**config.mk**
```make
export PLATFORM = sky130hd
export DESIGN_NAME = bcct_sq
export DESIGN_NICKNAME = d
export VERILOG_FILES = /design/src/rtl/bcct_sq.sv
export SDC_FILE = /design/constraint.sdc
export NUM_CORES = 2
export LEC_CHECK = 0
export ABC_AREA = 1
export BUFFER_PORTS_ARGS = -buffer_cell sky130_fd_sc_hd__buf_2
export CORE_ASPECT_RATIO = 0.8
export CORE_UTILIZATION = 35
export DETAILED_ROUTE_END_ITERATION = 10
export GPL_TIMING_DRIVEN = 0
export PLACE_DENSITY = 0.6
export SLEW_MARGIN = 10
export SYNTH_ARGS = -nofsm -noshare
export SYNTH_HDL_FRONTEND = slang
export SYNTH_SLANG_ARGS = --single-unit
```
**constraint.sdc**
```tcl
create_clock -name vclk -period 13.8
set_clock_uncertainty 0.2 [all_clocks]
set_input_delay 2.76 -clock vclk [all_inputs]
set_output_delay 2.76 -clock vclk [all_outputs]
set_load 0.05 [all_outputs]
```
**src/rtl/bcct_sq.sv**
```systemverilog
// Squaring stage: five parallel squares of the geometry operands.
// No dependencies; the flags bypass it in the caller.
module bcct_sq #(
	parameter int W = 16
) (
	input  logic signed [W+2:0]    m0,
	input  logic signed [W+2:0]    m1,
	input  logic signed [W+2:0]    m2,
	input  logic signed [W+2:0]    m3,
	input  logic        [W-1:0]    m4,
	output logic        [2*W+4:0]  sq0,
	output logic        [2*W+4:0]  sq1,
	output logic        [2*W+4:0]  sq2,
	output logic        [2*W+4:0]  sq3,
	output logic        [2*W-1:0]  sq4
);
	localparam int E = W + 3;

	logic signed [2*E-1:0] p0, p1, p2, p3;

	assign p0 = m0 * m0;
	assign p1 = m1 * m1;
	assign p2 = m2 * m2;
	assign p3 = m3 * m3;

	// squares are non-negative: drop the sign bit
	assign sq0 = p0[2*E-2:0];
	assign sq1 = p1[2*E-2:0];
	assign sq2 = p2[2*E-2:0];
	assign sq3 = p3[2*E-2:0];
	assign sq4 = m4 * m4;

endmodule

```
# --- Yosys cells after proc, flatten, opt, wreduce, memory -nomap -nowiden ---
# Index checks and enable logic that the tools add are counted.
op_classes:
  mul: 5
ops:
  columns: ["op", "n"]
  rows:
  - ["multiplier 19 x 19 -> 37 bit", 4]
  - ["multiplier 16 x 16 -> 32 bit", 1]
word_totals:
  reg_bits: 0
  output_inout_bits: 180
  word_cells: 5

# --- Depth between registers and ports, before layout ---
depth:
  ltp_word: 1
  depth_mapped: 30
  ltp_nobuf: 28

# --- Worst setup path after synthesis ---
# No wires, ideal clock.
synth_timing:
  path_kind: "input to output"
  start: "input port m2[3]"
  end: "output port sq2[21]"
  t_arrival_ps: 8720
  required_time_ps: 10840
  path_slack_ps: 2120
  stages: 21
  cell_sequence: "clkbuf_1 > buf_1 > nand2_1 > fa_1 > inv_1 > fa_1 > inv_1 > fa_1 > inv_1 > fa_1 > fa_1 > fa_1 > fa_1 > ha_1 > nand2_1 > nor2_1 > inv_1 > nor3_1 > nand2_1 > nand3_2 > xor2_1"
synth_via:
  elab_chain_len: 1
synth_rtl:
  columns: ["element", "line", "rtl"]
  rows:
  - ["start, declared", "8", "input logic signed [W+2:0] m2,"]
  - ["multiplier 19 x 19 -> 37 bit", "23", "assign p2 = m2 * m2;"]
  - ["end, declared", "13", "output logic [2*W+4:0] sq2,"]
# No other way between the ends.

# --- Final worst setup path ---
layout_timing:
  start: "input port m0[6]"
  end: "output port sq0[20]"
layout_via:
  elab_chain_len: 1
layout_rtl:
  columns: ["element", "line", "rtl"]
  rows:
  - ["start, declared", "6", "input logic signed [W+2:0] m0,"]
  - ["multiplier 19 x 19 -> 37 bit", "21", "assign p0 = m0 * m0;"]
  - ["end, declared", "11", "output logic [2*W+4:0] sq0,"]
# No other way between the ends.

==> reports/results.txt <==
Status: finished clean
Final hold vios: 0
Worst setup SP type: input pin
Compound-Gate Fraction of Synth Area: 0.0298
CP Capture Type: output port
Die Y: 368 um
Vias per cell: 4.65
Starting density of the core: 0.354
Final cell count without fillers: 9782
Most frequent cells in the layout: inv_1 (2297), nand2_1 (1714), fa_1 (1462), ha_1 (595), nor2_1 (258)
Chip width: 459 um
Met2 Wirelength: 73.8 mm
Most common cell on crit path: fa_1
Top Layer Used: met5
Hold path cells: 2
Avg Cell Area, Syn: 8.01 sq um
Slew margin rel.: 0.333
CP max stage cell: clkbuf_1
Setup-failing EPs final: 0
RSZ-0062 raised after global routing: false
FF/Latch Area: 0 sq um
Pins Over Slew Limit: 0
WP depth: 23
Post-layout min period: 13.01 ns
Mux cell area share after synthesis: 0.000192
Largest net degree at the start of global routing: 11
Core box area: 165000 sq um
Met3 WL: 12.2 mm
Area share of fa/ha/maj cells after synthesis: 0.627
Xor/xnor share of the synthesized area: 0.0253
Synth top area share: 0.500
Commonest non-fill, non-tap cell in the layout: inv_1
Setup TNS: 0 ns
CP arrival: 10.05 ns
Sequential cells: 0
Largest family of logic cells by synthesized area: adder cells
CP peak stage delay: 0.64 ns
DRC Markers: 0
Vias: 45400
CTS resizes: 0
Post-layout util: 0.378
WP buf/inv: 8
Multi-input combinational cell area: 49100 sq um
Cell breakdown of the critical path: buf_2, clkbuf_1, clkbuf_1, nand2_1, fa_1, inv_1, fa_1, inv_1, fa_1, inv_1, fa_1, fa_1, fa_1, fa_1, ha_1, nand2_1, inv_1, nand2_1, nand2_1, a21oi_1, nand2_2, xor2_1, buf_2
Worst Tran Pin Value: 1.00 ns
Vias in the first global route: 48700
GRT overflow: 0
Synth top area cells: fa_1 (50%), inv_1 (15%), ha_1 (13%), nand2_1 (11%), xor2_1 (2.1%)
YS warnings: 0
CP top delay family: adder cells
Rows: 133
DRT iter0 DRCs: 3138
Cells after DPL: 9776
Simple-gate share of the synthesized area: 0.157
Global-route wire length before repair: 272 mm
GR Util All Layers: 0.204
Crit Path Class: in -> out
Max_cap viols: 0
DR pass1 iterations: 6
Nets@finish: 9700
Full die area: 169000 sq um
Fill count: 17200
Critical path data required time: 10.84 ns
Synthesized area: 58600 sq um
I/O Pins: 272
Setup Fix Bufs, Post-CTS: 0
Synthesized instance count: 7312
Area grow syn2layout: 6.80%
HP Class: in -> out
Crit path max fanout: 10
Achievable clock frequency: 76.9 MHz
I/O Buffers: 233
Routed wire length: 166 mm
RePlAce Congestion: 0.968
Post-route clock period utilization: 0.943
Wl on met1: 76.7 mm
Hold_buf cts: 0
Layout cells sized above 1: 0.0425
Drt wl/cell: 17.0 um
Post-synth cell types: 41
Share of the yosys chip area belonging to registers: 0
Final HPWL from detailed placement: 149 mm
Area leader, netlist: fa_1
Post-DRT Antenna Nets: 0
Clock Buffer Count: 0
Antenna violations before repair: 13
[per-stage QoR]
step                area [sq um]  setup WS (ns)  hold WS, ns
global placement           62500          0.773         5.62
floorplan                  58600           2.12         5.49
detailed placement         62500          0.779         5.62
finish                     62500          0.788         5.62
CTS                        62500          0.753         5.62
global route               62500          0.439         5.63
[area by class of cell]
type	count	share of cell area
Antenna cell	6	0.000240
Buffer	198	0.0126
Inverter	2301	0.138
Multi-Input combinational cell	4817	0.786
Tap cell	2227	0.0446
Timing Repair Buffer	233	0.0186
[metal layers]
metal	global-route usage	up-vias
met3	0.0324	123
met5	0	-
met1	0.301	22700
li1	-	21200
met4	0.0361	2
met2	0.317	1413
[path summary, 6_finish.rpt]
check	startpoint	end	slack, ns
worst max-delay path	m0[6]	sq0[20]	0.79
worst min-delay path	m1[0]	sq1[0]	5.62
[Yosys cell counts, drive strengths merged]
master,count
inv,2301
nand2,1730
fa,1462
ha,595
nor2,266
a21oi,160
nand3,157
xor2,142
clkbuf,139
o21ai,71
buf,59
o21bai,46
nand4,45
nor3,31
xnor2,27
or2,22
nand3b,12
a21o,11
nor4,9
o21a,9
a31o,6
and3,4
a21boi,2
a31oi,1
and2,1
conb,1
mux2,1
nor3b,1
o211ai,1
[cell families after synthesis]
logic type      after synthesis
fa+ha+maj                  2057
other cells                   1
xor+xnor                    169
buf+inv                    2499
mux                           1
compound gates              307
simple gates               2278
Power is left out: the tool's default activity adds up to more than one toggle a clock period on the data nets, which glitch-free logic cannot reach.
