`config.mk`:
```
export PLATFORM = sky130hd
export DESIGN_NAME = bcct_geom
export DESIGN_NICKNAME = d
export VERILOG_FILES = /design/src/rtl/bcct_pkg.sv /design/src/rtl/bcct_geom.sv
export SDC_FILE = /design/constraint.sdc
export NUM_CORES = 1
export LEC_CHECK = 0
export BUFFER_PORTS_ARGS = -buffer_cell sky130_fd_sc_hd__buf_2
export CAP_MARGIN = 20
export CORE_MARGIN = 2
export CORE_UTILIZATION = 61
export DETAILED_ROUTE_END_ITERATION = 16
export GPL_ROUTABILITY_DRIVEN = 0
export PLACE_DENSITY = 0.85
export SYNTH_ARGS = -nofsm -noshare
export SYNTH_HDL_FRONTEND = slang
export SYNTH_SLANG_ARGS = --single-unit
```
`constraint.sdc`:
```
create_clock -name vclk -period 11.65
set_input_delay 1.7475 -clock vclk [all_inputs]
set_output_delay 1.7475 -clock vclk [all_outputs]
set_load 0.1 [all_outputs]
```
`src/rtl/bcct_pkg.sv`:
```
// Shared types and constants for the box/circle collision test core.
// No dependencies.
package bcct_pkg;

	localparam logic OBJ_BOX    = 1'b0;
	localparam logic OBJ_CIRCLE = 1'b1;

	// Per-request decision flags carried down the pipeline
	typedef struct packed {
		logic overlap;   // strict bounding-box overlap on both axes
		logic both_box;  // box against box
		logic span;      // box/circle pair, circle centre within a box span
	} bcct_flags_t;

endpackage

```
`src/rtl/bcct_geom.sv`:
```
// Geometry stage: role selection, doubled centre distances, overlap and span tests,
// and the operands of the squaring stage. Depends on bcct_pkg.
module bcct_geom #(
	parameter int W = 16
) (
	input  logic signed [W-1:0]   a_x,
	input  logic signed [W-1:0]   a_y,
	input  logic        [W-2:0]   a_w,
	input  logic        [W-2:0]   a_h,
	input  logic                  a_shape,
	input  logic signed [W-1:0]   b_x,
	input  logic signed [W-1:0]   b_y,
	input  logic        [W-2:0]   b_w,
	input  logic        [W-2:0]   b_h,
	input  logic                  b_shape,
	output bcct_pkg::bcct_flags_t flags,
	output logic signed [W+2:0]   m0,
	output logic signed [W+2:0]   m1,
	output logic signed [W+2:0]   m2,
	output logic signed [W+2:0]   m3,
	output logic        [W-1:0]   m4
);
	localparam int E = W + 3;

	logic                swap;
	logic                bb;
	logic                cc;
	logic signed [W-1:0] px, py, qx, qy;
	logic        [W-2:0] pw, ph, qw, qh;
	logic        [W-2:0] pmin, qmin;
	logic signed [E-1:0] dx1, dy1, dxc, dyc;
	logic signed [E-1:0] pwe, phe, qwe, qhe, sw, sh;
	logic signed [E-1:0] dxl, dxr, dyt, dyb;
	logic                xspan, yspan;

	assign bb   = (a_shape == bcct_pkg::OBJ_BOX) && (b_shape == bcct_pkg::OBJ_BOX);
	assign cc   = (a_shape == bcct_pkg::OBJ_CIRCLE) && (b_shape == bcct_pkg::OBJ_CIRCLE);
	// put the box in slot p
	assign swap = (a_shape == bcct_pkg::OBJ_CIRCLE) && (b_shape == bcct_pkg::OBJ_BOX);

	assign px = swap ? b_x : a_x;
	assign py = swap ? b_y : a_y;
	assign pw = swap ? b_w : a_w;
	assign ph = swap ? b_h : a_h;
	assign qx = swap ? a_x : b_x;
	assign qy = swap ? a_y : b_y;
	assign qw = swap ? a_w : b_w;
	assign qh = swap ? a_h : b_h;

	assign dx1 = E'(qx) - E'(px);
	assign dy1 = E'(qy) - E'(py);
	assign dxc = dx1 <<< 1;
	assign dyc = dy1 <<< 1;

	assign pwe = signed'(E'(pw));
	assign phe = signed'(E'(ph));
	assign qwe = signed'(E'(qw));
	assign qhe = signed'(E'(qh));
	assign sw  = pwe + qwe;
	assign sh  = phe + qhe;

	assign flags.overlap  = (dxc < sw) && (dxc > -sw) && (dyc < sh) && (dyc > -sh);
	assign flags.both_box = bb;

	assign xspan      = (dxc >= -pwe) && (dxc <= pwe);
	assign yspan      = (dyc >= -phe) && (dyc <= phe);
	assign flags.span = !bb && !cc && (xspan || yspan);

	// corner offsets from the circle centre
	assign dxl = -dxc - pwe;
	assign dxr = pwe - dxc;
	assign dyt = -dyc - phe;
	assign dyb = phe - dyc;

	assign pmin = (pw < ph) ? pw : ph;
	assign qmin = (qw < qh) ? qw : qh;

	// circle pair: every corner pairing reduces to the centre distance
	assign m0 = cc ? dxc : dxl;
	assign m1 = cc ? dxc : dxr;
	assign m2 = cc ? dyc : dyt;
	assign m3 = cc ? dyc : dyb;
	assign m4 = cc ? (W'(pmin) + W'(qmin)) : W'(qmin);

endmodule

```
* Word level (Yosys, flattened, before mapping)
Cells that the tools add are included.
** Word-level totals
- Register bits :: 0
- Bits of input ports :: 126
- Output and inout bits :: 95
- Word-level logic and storage cells :: 55
** Operators by class
- $add $sub $neg :: 15
- Magnitude comparators :: 10
- Muxes and demuxes :: 15
- Bitwise operators :: 2
- Reduce and logical (&&, ||, !) cells :: 13
** Operators by type and width (number)
- 15-bit two-way mux :: 6
- 16-bit two-way mux :: 5
- 19-bit two-way mux :: 4
- 15-bit by 15-bit adder with 16-bit output :: 3
- 18-bit by 19-bit greater-or-equal comparator with 1-bit output :: 2
- 18-bit by 19-bit greater-than comparator with 1-bit output :: 2
- 15-bit negation with 19-bit output :: 2
- 16-bit negation with 19-bit output :: 2
- 18-bit negation with 19-bit output :: 2
- 16-bit by 18-bit subtractor with 19-bit output :: 2
- 19-bit by 16-bit subtractor with 19-bit output :: 2
- 18-bit by 16-bit <= comparator with 1-bit output :: 2
- 18-bit by 17-bit less-than comparator with 1-bit output :: 2
- 16-bit by 16-bit subtractor with 17-bit output :: 2
- 15-bit less-than comparator :: 2
- 1-bit logical AND :: 10
- 1-bit zero test :: 2
- 1-bit inverter :: 2
- 1-bit logical OR :: 1

* Depth between registers and ports, before layout
- Depth after elaboration :: 9
- Mapped depth :: 40
- Gate-level depth less buffers :: 32

* Least setup slack after synthesis
Ideal clock, no wire load.
- Kind :: input to output
- Start :: input b_shape
- End :: output m0[18]
- Arrival :: 8899 ps
- Required time :: 9903 ps
- Setup slack :: 1003 ps
- Cell stages on the path :: 27
- Buffers on the path :: 3
- Cell sequence :: inv_1 > ha_1 > buf_6 > inv_1 > buf_2 > buf_1 > mux2i_1 > ha_1 > nor3_1 > o21ai_1 > maj3_2 > a2111o_1 > and3_4 > a41o_1 > xnor2_1 > inv_1 > ha_1 > ha_1 > or2_2 > o31ai_1 > a311oi_1 > or2_2 > a21oi_1 > o21ai_0 > a21oi_1 > nor2_1 > o31ai_1
** Between the ends
- Longest elaborated chain between the ends :: 7
- Elaborated cells on any way between the ends :: 10
- Classes of those cells :: add/sub: 3; mux: 4; bitwise: 1; reduce/logical: 2
** Ends and longest elaborated chain
- from (decl) :: RTL line bcct_geom.sv:15 : input logic b_shape,
- 1-bit inverter :: RTL line bcct_geom.sv:39 : assign swap = (a_shape == bcct_pkg::OBJ_CIRCLE) && (b_shape == bcct_pkg::OBJ_BOX);
- 1-bit logical AND :: RTL line bcct_geom.sv:39
- 16-bit two-way mux, on equally long branches :: RTL line bcct_geom.sv:45, bcct_geom.sv:41
- 16-bit by 16-bit subtractor with 17-bit output :: RTL line bcct_geom.sv:50 : assign dx1 = E'(qx) - E'(px);
- 18-bit negation with 19-bit output :: RTL line bcct_geom.sv:70 : assign dxl = -dxc - pwe;
- 19-bit by 16-bit subtractor with 19-bit output :: RTL line bcct_geom.sv:70
- 19-bit two-way mux * :: RTL line bcct_geom.sv:79 : assign m0 = cc ? dxc : dxl;
- to (decl) :: RTL line bcct_geom.sv:17 : output logic signed [W+2:0] m0,
Every way passes the cells marked *; elsewhere a longest branch is shown, timed or not.

* Worst setup path in the final report
- Start :: input b_shape
- End :: output m4[14]
** Between the ends
- Longest elaborated chain between the ends :: 7
- Elaborated cells on any way between the ends :: 13
- Classes of those cells :: add/sub: 1; order compare: 2; mux: 7; bitwise: 1; reduce/logical: 2
** Ends and longest elaborated chain
- 1-bit inverter :: RTL line bcct_geom.sv:39
- 1-bit logical AND :: RTL line bcct_geom.sv:39
- 15-bit two-way mux, on equally long branches
- 15-bit less-than comparator, on equally long branches :: RTL line bcct_geom.sv:75, bcct_geom.sv:76
- 15-bit two-way mux, on equally long branches :: RTL line bcct_geom.sv:75, bcct_geom.sv:76
- 15-bit by 15-bit adder with 16-bit output :: RTL line bcct_geom.sv:83 : assign m4 = cc ? (W'(pmin) + W'(qmin)) : W'(qmin);
- 16-bit two-way mux * :: RTL line bcct_geom.sv:83
- to (decl) :: RTL line bcct_geom.sv:21 : output logic [W-1:0] m4
Marks and branches as above.

==> summary.txt <==
Run status
  • Status: finished clean

Yosys
  • Post-synthesis simple-gate area fraction: 18.99%
  • Syn_nets: 2244
  • Avg Inst Size Synth: 7.299 sq um
  • Mux contribution to synthesized area: 8.674%
  • Largest family of logic cells by synthesized area: adder cells
  • Mapped cell area: 13340 sq um
  • Register area share after synthesis: 0%
  • Mapped Cells: 1828
  • XOR/XNOR Fraction of Synth Area: 11.51%
  • Adder-cell share of the synthesized area: 29.70%
  • Compound-gate portion of the synthesized area: between 20% and 30%
  • Yosys cell types: 94
  • Synth Warn #: 0

Finish
  • Clk_buf instances: 0
  • Synth-to-Final Area Change: 10.53%
  • Share of cells above drive strength 1: 15.30%
  • FF+latch area: 0 sq um
  • Layout Nets: 2444
  • Final instance area: about 15000 sq um
  • Seq cells: 0

Worst setup path
  • CP required: 9.90 ns
  • WP data arrival: 8.67 ns
  • CP most frequent cell: a21o_1
  • CP Launch Type: input pin
  • CP Capture Type: output pin
  • CP Max Fanout: 33
  • Crit-path slowest cell: ha_4
  • CP Class: in -> out
  • CP peak stage delay: 0.46 ns

Floorplan
  • Rows: 54
  • Die Span X: 151.9 um
  • # IOs: roughly 220
  • Die area: 23070 sq um
  • Initial Util: slightly above 60%
  • Die Ht: 151.9 um
  • Core area: 21620 sq um

Job
  • Max_cap viols: 0

Placed design
  • Setup WS pre-CTS: 1.381 ns
  • HPWL Detailed: 33700 um
  • IO Port Bufs: 221
  • Placed inst area: 14750 sq um

Global routing
  • Largest net degree at the start of global routing: 112
  • Initial antenna violation count: 2
  • Total GRT Usage: 32.08%
  • Total grt overflow: 0
  • Vias in the first global route: 13404
  • First-pass GRT wire length: roughly 63000 um

STA
  • Slew @ Worst Pin: 1.095 ns
  • Period Utilization, post-route: 89.45%
  • Setup violations, final: 0
  • FMAX: around 0.096 GHz
  • Fin crit period: between 10 and 15 ns
  • Hold slack: 4.165 ns
  • Slew Limit Fails: 0
  • Total negative slack: 0 ns
  • Rel. slew slack: 27.02%
  • RSZ-0062 raised after global routing: false
  • Fin. Hold Viols: 0
  • Final worst setup slack: 1.229 ns

Routing
  • DRC: 0
  • Via Count: roughly 14000
  • Drt first pass iters: 7
  • Routed len/inst: 16.93 um
  • Detail Route Antenna Nets: 0
  • 1st-iter DRT viols: 832
  • Vias per cell: 6.073
  • WL final: about 39000 um

Power
  • PD cells: 175.9 nW/um^2
  • Pwr Total: 2.595 mW
  • VDD IR-drop max: 0.1921 mV
  • Pleak: 7.369 nW

Worst hold path
  • HP Start: b_shape
  • Worst Hold Class: in -> out
  • Hold path cells: 4
  • Worst Hold End: flags[1]

Clock tree
  • Post-CTS Setup Inserts: 0
  • Post-CTS Hold Fix Bufs: 0
  • Post-cts resize count: 0
==> cell usage after synthesis (all sizes together) (11+ instances only) <==
cell	count	share of area [%]
a211oi	13	0.73
a21boi	26	1.5
a21o	49	2.8
a21oi	108	4.3
a31oi	17	0.91
buf	22	1.0
clkbuf	18	0.52
ha	281	26
inv	199	5.6
maj3	26	2.0
mux2	24	2.0
mux2i	87	6.6
nand2	126	3.5
nand2b	44	2.1
nand3	31	1.2
nand4	28	1.3
nor2	137	3.9
nor2b	51	2.5
nor3	39	1.5
nor4	11	0.52
o21a	31	1.7
o21ai	119	4.5
o31ai	26	1.5
or3	11	0.52
xnor2	125	8.3
xor2	46	3.2
==> cell usage in the layout, fill, tap and decap left out, drive strengths merged, types with 11 or more instances in the layout <==
| master | n |
|---|---|
| nor3 | 39 |
| nor4 | 11 |
| o21ai | 119 |
| xor2 | 46 |
| o21a | 31 |
| nand2b | 44 |
| a21o | 49 |
| nand4 | 28 |
| or3 | 11 |
| xnor2 | 125 |
| nand2 | 126 |
| buf | 238 |
| ha | 281 |
| a21oi | 108 |
| a211oi | 13 |
| mux2 | 24 |
| a31oi | 17 |
| maj3 | 26 |
| nor2 | 137 |
| nand3 | 31 |
| nor2b | 51 |
| a21boi | 26 |
| inv | 199 |
| mux2i | 87 |
| o31ai | 26 |
==> per-stage QoR <==
step | instances | utilization (%)
after floorplan | 1828 | -
after global placement | 2306 | 68.20
after detailed placement | 2306 | 68.20
after CTS | 2306 | 68.20
after global routing | 2306 | 68.20
final | 2307 | 68.21
==> cell type report <==
type	count	area [sq um]
Timing Repair Buffer	238	1234
Tap cell	280	350.3
Antenna cell	1	2.502
Inverter	200	750.7
Fill cell	1884	6873
Multi-Input combinational cell	1588	12410
==> power breakdown <==
part / switching [mW] / leakage (nW) / internal [mW] / total, mW
sequential: 0 / 0 / 0 / 0
clock: 0 / 0.00000634 / 0.0000000115 / 0.0000000115
combinational: 1.90 / 7.37 / 0.694 / 2.59
==> kinds of logic (layout without fill, tap and decap cells) <==
logic type / Yosys count / in the layout
AOI/OAI and AO/OA: 476 / 476
xor gates and xnor gates: 171 / 171
adders and majority gates: 316 / 316
buffers and inverters: 240 / 438
muxes: 111 / 111
other: 0 / 1
and+or+nand+nor: 514 / 514
==> worst max-delay path: cells and delay by family <==
kind | cells | cell delay, ns
simple gates | 3 | 0.35
compound gates | 19 | 3.39
xor+xnor | 1 | 0.15
mux | 3 | 0.79
buf+inv | 5 | 1.13
fa+ha+maj | 3 | 1.06
==> routing by layer <==
metal | GRT usage [%] | share of wire, % | wire [um]
met1 | 40.98 | 44 | 17060
met2 | 56.20 | 46 | 17840
met3 | 4.335 | 7.4 | 2880
met4 | 9.301 | 3.2 | 1254
met5 | 0 | 0.072 | 28
==> worst max-delay path by stage <==
| stage | from | slack (ns) | to | cells past startpoint |
|---|---|---|---|---|
| after floorplan | b_shape | 1.00 | m0[18] | 27 |
| after global placement | b_shape | 1.56 | m4[13] | 31 |
| after detailed placement | b_shape | 1.38 | m4[14] | 34 |
| after CTS | b_shape | 1.31 | m4[14] | 34 |
| after global routing | b_shape | 0.73 | m4[14] | 34 |
| final | b_shape | 1.23 | m4[14] | 34 |
No activity file was read; power rests on OpenSTA's default activity.
