==> src/rtl/bcct_pkg.sv <==
// Shared types and constants for the box/circle collision test core.
// No dependencies.
package bcct_pkg;

	localparam logic OBJ_BOX    = 1'b0;
	localparam logic OBJ_CIRCLE = 1'b1;

	// Per-request decision flags carried down the pipeline
	typedef struct packed {
		logic overlap;   // strict bounding-box overlap on both axes
		logic both_box;  // box against box
		logic span;      // box/circle pair, circle centre within a box span
	} bcct_flags_t;

endpackage

==> src/rtl/bcct_decide.sv <==
// Decision stage: corner/centre distance compares and the final hit flag.
// Depends on bcct_pkg.
module bcct_decide #(
	parameter int W = 16
) (
	input  bcct_pkg::bcct_flags_t flags,
	input  logic [2*W+4:0]        sq0,
	input  logic [2*W+4:0]        sq1,
	input  logic [2*W+4:0]        sq2,
	input  logic [2*W+4:0]        sq3,
	input  logic [2*W-1:0]        sq4,
	output logic                  hit
);
	localparam int S = 2 * W + 6;

	logic [S-1:0] lim;
	logic [S-1:0] d_lt, d_rt, d_lb, d_rb;
	logic         corner;

	assign lim  = S'(sq4);
	assign d_lt = S'(sq0) + S'(sq2);
	assign d_rt = S'(sq1) + S'(sq2);
	assign d_lb = S'(sq0) + S'(sq3);
	assign d_rb = S'(sq1) + S'(sq3);

	assign corner = (d_lt < lim) || (d_rt < lim) || (d_lb < lim) || (d_rb < lim);
	assign hit    = flags.overlap && (flags.both_box || flags.span || corner);

endmodule

==> config.mk <==
export PLATFORM = sky130hd
export DESIGN_NAME = bcct_decide
export DESIGN_NICKNAME = d
export VERILOG_FILES = /design/src/rtl/bcct_pkg.sv /design/src/rtl/bcct_decide.sv
export SDC_FILE = /design/constraint.sdc
export NUM_CORES = 1
export LEC_CHECK = 0
export BUFFER_PORTS_ARGS = -buffer_cell sky130_fd_sc_hd__buf_2
export CORE_AREA = 2 2 171 156
export DETAILED_ROUTE_END_ITERATION = 10
export DIE_AREA = 0 0 173 158
export PLACE_DENSITY = 0.66
export SYNTH_ARGS = -nofsm -noshare
export SYNTH_HDL_FRONTEND = slang
export SYNTH_SLANG_ARGS = --single-unit
==> constraint.sdc <==
create_clock -name vclk -period 13.7
set_clock_uncertainty 0.05 [all_clocks]
set_input_delay 0.685 -clock vclk [all_inputs]
set_output_delay 0.685 -clock vclk [all_outputs]
set_load 0.02 [all_outputs]
Word-level counts from Yosys, hierarchy flattened
Index checks and enable logic that the tools add are counted.
{ "word_totals": {"regBits": 0, "latchBits": 0, "ramBits": 0, "mem_bits_ro": 0, "input_bits": 183, "out_inout_bits": 1, "word_cells": 14, "n_memories": 0} }
{ "classes": {"add_sub_neg": 4, "n_mul": 0, "div": 0, "order_cmp": 4, "n_eq_ne": 0, "n_shift": 0, "n_mux": 0, "bitwise_logic": 0, "n_reduce_logical": 6} }
{ "op_table": {"columns": ["operator", "n"], "rows": [
  ["37-bit by 37-bit adder with 38-bit output", 4],
  ["38-bit by 32-bit less-than comparator with 1-bit output", 4],
  ["1-bit logical OR", 5],
  ["1-bit logical AND", 1]
]} }

Logic depth before layout (Yosys ltp)
Gate-level depths: netlist of run 1.
{ "depth": {"depth_word": 7, "depth_mapped": 25, "depth_no_buf": 24} }

Worst setup path after synthesis of run 1
OpenSTA, ideal clock, no wires.
{ "synth_timing": {"path_kind": "in2out", "from": "input port sq0[8]", "to": "output port hit", "t_arrival_ps": 4664, "required_time_ps": 12965, "setup_slack_ps": 8301, "cell_stages": 22, "path_buffers": 0, "cell_sequence": "ha_1 > and4_4 > and2_4 > a211oi_4 > a211oi_1 > a221o_1 > a21o_1 > a21o_1 > a311o_1 > a21oi_2 > xnor2_1 > ha_1 > a21o_1 > a21o_1 > a21oi_1 > o21ai_0 > a21oi_1 > o21ai_0 > nor4_1 > o2111ai_1 > o211ai_1 > a31o_1"} }
{ "synth_via": {"elab_chain_cells": 7, "word_cells_on_any_way": 9, "cone_classes": "add/sub (2); order compare (2); reduce/logical (5)"} }
{ "synth_rtl": {"columns": ["element", "line_no", "rtl"], "rows": [
  ["start, declared", "bcct_decide.sv:7", "input logic [2*W+4:0] sq0,"],
  ["37-bit by 37-bit adder with 38-bit output", "bcct_decide.sv:21", "assign d_lt = S'(sq0) + S'(sq2);"],
  ["38-bit by 32-bit less-than comparator with 1-bit output", "bcct_decide.sv:26", "assign corner = (d_lt < lim) || (d_rt < lim) || (d_lb < lim) || (d_rb < lim);"],
  ["1-bit logical OR", "bcct_decide.sv:26", null],
  ["1-bit logical OR (*) (2 in a row)", "bcct_decide.sv:26", null],
  ["1-bit logical OR (*)", "bcct_decide.sv:27", "assign hit = flags.overlap && (flags.both_box || flags.span || corner);"],
  ["1-bit logical AND (*)", "bcct_decide.sv:27", null],
  ["end, declared", "bcct_decide.sv:12", "output logic hit"]
]} }
Every way passes the cells marked *; elsewhere a longest branch is shown, timed or not.

Final worst setup path of run 1
{ "layout_timing": {"from": "input port sq0[12]", "to": "output port hit"} }
The elaborated chain is that of the path after synthesis.

==> results.ini, run 1 <==
[synthesis]
syn_inst = 1373
yosys-top-cells-area = ha_1 (34%), a21oi_1 (8.7%), a21o_1 (8.2%)
yosys_warnings = 0
yosysTopAreaCell = ha_1
syn_area_um2 = 10100
synth.avg_cell_area_um2 = 7.37
synthDominantCellAreaShare_pct = 33.6
synth_fp_nets = 1832
ys_types = 69
ys_seq_area_share_pct = 0

[cells_and_area]
nClkBuffers = 0
area_delta_synth_final_pct = 12.7
num_antenna_cells = 0
seqCellArea_um2 = 0
instances_no_fill = 1887
seq_cells = 0
drive_above_1_share_pct = 13.5
nets = 2000

[timing]
clock.fmax_mhz = 158
tightestPinTransition_ns = 1.13
finalSetupTns_ns = 0
rsz0062_at_grt = false
drv_slew = 0
final_hold_viol_count = 0
fin_crit_sh_pct = 46.2
min_period_ns = 6.33
finalSetupViolations = 0
holdWs_ns = 2.04
relSlewSlack_pct = 22.7

[place]
dp.cells = 1887
place_congestion = 0.974
hpwl_um = 31400
portBuffers = 184

[setup_path]
start_kind = input port
cp.required_ns = 12.97
end_kind = output port
path_class = in -> out
critPathArrivalTime_ns = 5.59
worst-path-max-fanout = 6
crit_start = sq0[12]

[global_route]
grt_pass1_vias = 10380
grt_pass1_wl_um = 54300
track_usage_pct = 24.6
antenna_found_initial = 0
grt_overflow = 0
grt_max_degree = 11

[power_and_ir_drop]
switchingPower_mw = 0.361
ir_drop_mv = 0.0221
powerDensity_nw_per_um2 = 55.8
power.internal_mw = 0.275
share_comb_of_total_power_pct = 100.0
leakage_nw = 5.85
clkPwrFrac_pct = 0
power_frac_seq_pct = 0
swShare_pct = 56.7

[detailed_routing]
vias = 11158
viasPerCell = 5.91
first_pass_iters = 5
post_drt_wl_per_cell_um = 18.7
drcViolationCount = 0
dr.first_iter.drc_count = 799
wirelength_um = 35300
postRouteAntennaNets = 0

[floorplanning]
die_h_um = 158
start_util_pct = 39.5
row_count = 56
pin_count = 184
die_w_um = 173
fp.dieArea_um2 = 27300
core_um2 = 25600

[job]
maxCapViolations = 0

[cts]
post_cts_resized = 0
cts_setup_buffers = 0
ctsHoldBuffers = 0

[min_path]
holdCritStartpoint = sq1[36]
hp-class = in -> out

[outcome]
status = completed

## power by group through the flow
stage	Sequential, mW	Combinational [mW]	Clock (mW)
floorplan	0	0.452	0
CTS	0	0.627	0
finish	0	0.637	0
global placement	0	0.612	0
detailed placement	0	0.622	0
global route	0	0.711	0
## cells in the final DEF (no fill, tap or decap), drive strengths merged, types with 14 or more instances in the layout
cell type,instances
a211oi,24
nor2,94
o21a,23
o21ai,92
buf,184
inv,71
nor3,14
nand4,37
nor2b,18
nand2b,22
nand2,79
a21o,111
xor2,34
o21bai,20
a31oi,21
nand3,36
xnor2,92
a21oi,177
ha,272
## cell families after synthesis
logic type               after synthesis  share of synthesized area [%]
AND/OR/NAND/NOR                      340                           16.5
XOR/XNOR                             126                           10.9
buffers and inverters                 89                           3.35
multiplexers                           1                          0.111
adder cells (fa/ha/maj)              276                           34.4
AO/OA/AOI/OAI                        541                           34.7
## metal layers
| metal | global-route usage [%] | up-vias | routed length [um] |
|---|---|---|---|
| met5 | 0 | - | 0 |
| met4 | 4.60 | 0 | 657 |
| met3 | 1.30 | 36 | 2280 |
| met2 | 40.4 | 363 | 15400 |
| met1 | 35.7 | 5206 | 17000 |
| li1 | - | 5553 | - |
## worst max-delay path, stage by stage
cell	delay, ns
buf_2	0.12
ha_1	0.37
a21oi_1	0.16
o221ai_1	0.21
a2111oi_0	0.46
a21oi_1	0.28
o211ai_1	0.35
nor2b_1	0.26
xnor2_1	0.15
ha_1	0.27
a21o_1	0.18
a21o_1	0.18
a21oi_1	0.25
o221ai_1	0.16
a31oi_1	0.36
nor3_1	0.13
o2111ai_1	0.18
and4_1	0.22
nand4_1	0.12
o211ai_1	0.19
a31o_1	0.13
buf_2	0.16
## synth_stat cells, types with 4 or more instances
cell type / n
o221ai_1: 4
o21bai_1: 20
nand2_1: 79
a211o_1: 6
fa_1: 4
ha_1: 272
and4_1: 6
nor4_1: 4
clkbuf_1: 14
a2111oi_0: 9
xnor2_1: 92
o21ai_1: 18
a21oi_1: 175
o21a_1: 23
o21ai_0: 72
and2_1: 8
a211oi_1: 23
xor2_1: 34
nand3_1: 35
a31oi_1: 21
and3_1: 11
nand2b_1: 22
a21o_1: 111
nor2b_1: 18
buf_2: 4
nor2_1: 94
inv_1: 71
o211ai_1: 10
o2111ai_1: 7
nor3_1: 14
nand4_1: 37
## per-stage QoR
stage                     setup WS (ns)  instance area (um^2)  power (mW)  utilization [%]
after floorplan                    8.30                 10100       0.452                -
after global placement             7.53                 11400       0.612             44.5
after detailed placement           7.43                 11400       0.622             44.5
after CTS                          7.41                 11400       0.627             44.5
after global routing               7.06                 11400       0.711             44.5
final                              7.37                 11400       0.637             44.5
## worst paths after layout
| check | endpoint | cells after the start | slack [ns] |
|---|---|---|---|
| hold / removal | hit | 5 | 2.04 |
| setup / recovery | hit | 22 | 7.37 |
## layout make-up
| cell class | instances | area, um^2 |
|---|---|---|
| inverter | 71 | 267 |
| fill | 2755 | 14200 |
| timing repair buffer | 184 | 921 |
| multi-input combinational | 1284 | 9790 |
| tap | 348 | 435 |
(Power assumes the default switching activity.)
==> run 2, diff against run 1 <==
--- a/config.mk
+++ b/config.mk
@@ -9,7 +9,7 @@
 export CORE_AREA = 2 2 171 156
 export DETAILED_ROUTE_END_ITERATION = 10
 export DIE_AREA = 0 0 173 158
-export PLACE_DENSITY = 0.66
+export PLACE_DENSITY = 0.68
 export SYNTH_ARGS = -nofsm -noshare
 export SYNTH_HDL_FRONTEND = slang
 export SYNTH_SLANG_ARGS = --single-unit
==> constraint.sdc (replaced) <==
create_clock -name vclk -period 5.3
set_clock_uncertainty 0.05 [all_clocks]
set_input_delay 0.265 -clock vclk [all_inputs]
set_output_delay 0.265 -clock vclk [all_outputs]
set_load 0.02 [all_outputs]
==> run 2 against run 1 <==
  * Global-route usage is essentially flat
  * Via count grew 1.9%
  * Total power grew to 2.7 times the previous value
  * Final area grew 4.3%
  * Largest cell class unchanged
  * Sequential share of layout area is the same
  * Hold slack lost 0.87 ns
==> results.ini, run 2 (synthesized netlist as in run 1, its figures left out) <==
[floorplanning]
core_um2 = 25600
die_h_um = 158
pin_count = 184
fp.dieArea_um2 = 27300
row_count = 56
die_w_um = 173
start_util_pct = 39.5

[cells_and_area]
area_delta_synth_final_pct = 17.5
multi_input_area_um2 = 10100
nClkBuffers = 0
instances_no_fill = 1912
mostFrequentLayoutCells = ha_1 (258), buf_2 (182), a21oi_1 (165)
fillCellCount = 2671
drive_above_1_share_pct = 18.2
final_common_cell = ha_1
seq_cells = 0
seqCellArea_um2 = 0
nets = 2022

[timing]
relSlewSlack_pct = 53.9
drv_slew = 0
final_hold_viol_count = 0
clock.fmax_mhz = 196
fin_crit_sh_pct = 96.5
tightestPinTransition_ns = 0.675
min_period_ns = 5.11
finalSetupViolations = 0
holdWs_ns = 1.17

[setup_path]
worst_path_largest_cell_delay_ns = 0.40
cp.required_ns = 4.99
end_kind = output port
worst-path-max-fanout = 3
critPathArrivalTime_ns = 4.80
path_class = in -> out
start_kind = input port
crit_slowest_cell = fa_1
crit_top_cell = a21oi_1

[min_path]
hp-class = in -> out

[detailed_routing]
met2_length_um = 15700
wl_met1_um = 17400
wirelength_um = 36300
drcViolationCount = 0
viasPerCell = 5.95
wl_met3_um = 2510
first_pass_iters = 7
post_drt_wl_per_cell_um = 19.0
dr.first_iter.drc_count = 915
vias = 11368
postRouteAntennaNets = 0
maxUsedRoutingLayer = met4

[job]
maxCapViolations = 0

[global_route]
antenna_found_initial = 3
grt_max_degree = 11
grt_overflow = 0
grt_pass1_vias = 10343
track_usage_pct = 24.6
grt_pass1_wl_um = 54100

[place]
dp.cells = 1903
hpwl_um = 31800
portBuffers = 184
place_congestion = 0.999

[power_and_ir_drop]
ir_drop_mv = 0.0528
powerDensity_nw_per_um2 = 146
leakage_nw = 5.98

[outcome]
status = completed

==> run 2: cell types whose count changed in the layout (fill, tap and decap cells not counted), sizes merged <==
cell,delta
buf,+22
diode,+3
==> run 2: worst paths after layout <==
path / from / to / cells after the start
setup / recovery: sq1[0] / hit / 27
hold / removal: sq3[36] / hit / 5
==> run 2: layout make-up <==
cell class	count	area share, %
Multi-Input combinational cell	1284	84.8
Tap cell	348	3.66
Inverter	71	2.24
Timing Repair Buffer	206	9.20
Antenna cell	3	0.0631
==> run 2: what timing repair did <==
| item | in CTS | in global routing |
|---|---|---|
| pin swaps | 0 | 30 |
| buffers inserted | 0 | 6 |
| resized for setup | 2 | 71 |
| endpoints found under the hold margin | 0 | 0 |
| endpoints found under the setup margin | 1 | 1 |
| cloned | 0 | 0 |
| hold buffers | 0 | 0 |
==> run 2: layer usage <==
| layer | vias to the layer above | track usage [%] |
|---|---|---|
| met3 | 49 | 1.15 |
| met1 | 5294 | 36.4 |
| met4 | 0 | 4.28 |
| met2 | 437 | 39.6 |
| li1 | 5588 | - |
| met5 | - | 0 |
==> run 2: stage by stage <==
step	setup TNS, ns	utilization [%]	instance area (um^2)	worst slack, ns	total power [mW]
2_1_floorplan	0	-	10100	0.741	1.17
3_5_place_dp	-0.00608	45.0	11500	-0.00608	1.63
6_report	0	46.4	11900	0.186	1.73
3_3_place_gp	0	45.0	11500	0.0953	1.60
5_1_grt	-0.0327	46.4	11900	-0.0327	1.91
4_1_cts	0	45.0	11500	0.0339	1.64
==> run 2: where the power goes <==
group            total [mW]  internal (mW)  switching (mW)  leakage, nW
Clock          0.0000000763   0.0000000763               0    0.0000190
Sequential                0              0               0            0
Combinational          1.73          0.759           0.972         5.98
Total                  1.73          0.759           0.972         5.98
==> run 2: critical path, delay by kind of cell <==
| kind | cells | cell delay (ns) |
|---|---|---|
| adders and majority gates | 3 | 0.91 |
| buffers and inverters | 3 | 0.41 |
| AOI/OAI and AO/OA | 15 | 2.41 |
| xor gates and xnor gates | 1 | 0.13 |
| and+or+nand+nor | 5 | 0.64 |
==> run 3, diff against run 2 <==
--- a/config.mk
+++ b/config.mk
@@ -9,7 +9,8 @@
 export CORE_AREA = 2 2 171 156
 export DETAILED_ROUTE_END_ITERATION = 10
 export DIE_AREA = 0 0 173 158
-export PLACE_DENSITY = 0.68
+export PLACE_DENSITY = 0.66
+export REMOVE_ABC_BUFFERS = 1
 export SYNTH_ARGS = -nofsm -noshare
 export SYNTH_HDL_FRONTEND = slang
 export SYNTH_SLANG_ARGS = --single-unit
==> constraint.sdc (replaced) <==
create_clock -name vclk -period 5.8
set_clock_uncertainty 0.05 [all_clocks]
set_input_delay 0.29 -clock vclk [all_inputs]
set_output_delay 0.29 -clock vclk [all_outputs]
set_load 0.02 [all_outputs]
==> run 3 against run 2 <==
  * Final cell count is 1.2% lower
  * Global-route usage about the same
  * Final area decreased by 3.9%
  * Largest power group unchanged
  * Combinational power down 13%
  * Count of clock-buffer cells in the layout unchanged
  * Sequential share of layout area unchanged
  * Total power shrank 13%
  * Die area is the same
==> results.ini, run 3 (synthesized netlist as in run 1, its figures left out) <==
[cells_and_area]
drive_above_1_share_pct = 13.6
final_common_cell = ha_1
seq_cells = 0
nClkBuffers = 0
mostFrequentLayoutCells = ha_1 (272), buf_2 (184), a21oi_1 (174)
fillCellCount = 2741
nets = 2002
seqCellArea_um2 = 0
area_delta_synth_final_pct = 12.9

[detailed_routing]
met2_length_um = 15300
first_pass_iters = 5
post_drt_wl_per_cell_um = 18.6
dr.first_iter.drc_count = 739
wl_met3_um = 2490
vias = 11256
viasPerCell = 5.96
wirelength_um = 35200
drcViolationCount = 0
wl_met1_um = 16700
maxUsedRoutingLayer = met4
postRouteAntennaNets = 0

[timing]
rsz0062_at_grt = false
finalSetupViolations = 0
clock.fmax_mhz = 180
fin_crit_sh_pct = 95.5
tightestPinTransition_ns = 0.752
min_period_ns = 5.54
holdWs_ns = 1.20
relSlewSlack_pct = 48.6
final_hold_viol_count = 0
finalSetupTns_ns = 0
drv_slew = 0

[power_and_ir_drop]
powerDensity_nw_per_um2 = 132
clkPwrFrac_pct = 0
leakage_nw = 5.86
swShare_pct = 56.7
share_comb_of_total_power_pct = 100.0
ir_drop_mv = 0.0522
power.internal_mw = 0.652
power_frac_seq_pct = 0
switchingPower_mw = 0.852
total_power_mw = 1.50

[setup_path]
end_kind = output port
crit_chain = buf_2 -> ha_1 -> and4_4 -> and2_4 -> a211oi_4 -> a211oi_1 -> o21a_1 -> o21ai_0 -> nand2b_1 -> a21oi_1 -> o21bai_1 -> a21oi_1 -> xnor2_1 -> ha_1 -> a21o_1 -> a21o_1 -> a2111oi_0 -> a2111oi_0 -> nor4_1 -> o2111ai_1 -> o211ai_1 -> a31o_1 -> buf_2
worstPathBufferInverterCount = 2
worstSetupPathDepth = 23
crit_slowest_cell = a2111oi_0
path_class = in -> out
critPathTopFamily = compound AO/OA/AOI/OAI gates
worst-path-max-fanout = 6
critPathArrivalTime_ns = 5.20
cp.required_ns = 5.46
worst_path_largest_cell_delay_ns = 0.56
start_kind = input port

[global_route]
grt_overflow = 0
track_usage_pct = 24.6
antenna_found_initial = 0
grt_pass1_vias = 10498
grt_pass1_wl_um = 54500
grt_max_degree = 11

[place]
hpwl_um = 31300
place_congestion = 0.966
portBuffers = 184

[floorplanning]
die_h_um = 158
start_util_pct = 39.5
row_count = 56
fp.dieArea_um2 = 27300
die_w_um = 173
pin_count = 184
core_um2 = 25600

[min_path]
hp-class = in -> out
min_delay_path_depth = 7

[outcome]
status = completed

[job]
maxCapViolations = 0

[cts]
cts_setup_buffers = 0

run 3: final timing paths:
| kind | end | slack, ns | start |
|---|---|---|---|
| worst max-delay path | hit | 0.26 | sq0[8] |
| worst min-delay path | hit | 1.20 | flags[1] |
run 3: final cells by class:
class	count	area, um^2	share of cell area, %
tap	348	435	3.81
timing repair buffer	186	936	8.19
antenna	1	2.50	0.0219
inverter	71	267	2.33
multi-input combinational	1284	9790	85.6
run 3: what timing repair did:
action,4_1_cts,5_1_grt
resized for setup,0,1
hold buffers,0,0
endpoints found under the setup margin,0,1
run 3: metrics by stage:
stage,instance area (um^2),instances,worst slack (ns),utilization (%)
floorplan,10100,1355,1.19,-
global placement,11400,1889,0.441,44.5
detailed placement,11400,1889,0.313,44.5
CTS,11400,1889,0.311,44.5
global route,11400,1889,0.0126,44.6
finish,11400,1890,0.259,44.6
run 3: worst min-delay path: cells and delay by family:
kind	cells	cell delay, ns
compound gates	3	0.30
simple gates	2	0.13
buf+inv	2	0.23
run 3: layer usage:
layer / vias up / global-route usage, %
li1: 5560 / -
met1: 5229 / 35.7
met2: 420 / 39.7
met3: 47 / 1.51
met4: 0 / 5.53
met5: - / 0
run 3: power groups by stage:
| stage | Clock (mW) | Combinational, mW | Sequential (mW) |
|---|---|---|---|
| 5_1_grt | 0 | 1.68 | 0 |
| 3_3_place_gp | 0 | 1.45 | 0 |
| 3_5_place_dp | 0 | 1.47 | 0 |
| 4_1_cts | 0 | 1.48 | 0 |
| 6_report | 0.0000000232 | 1.50 | 0 |
| 2_1_floorplan | 0 | 1.07 | 0 |
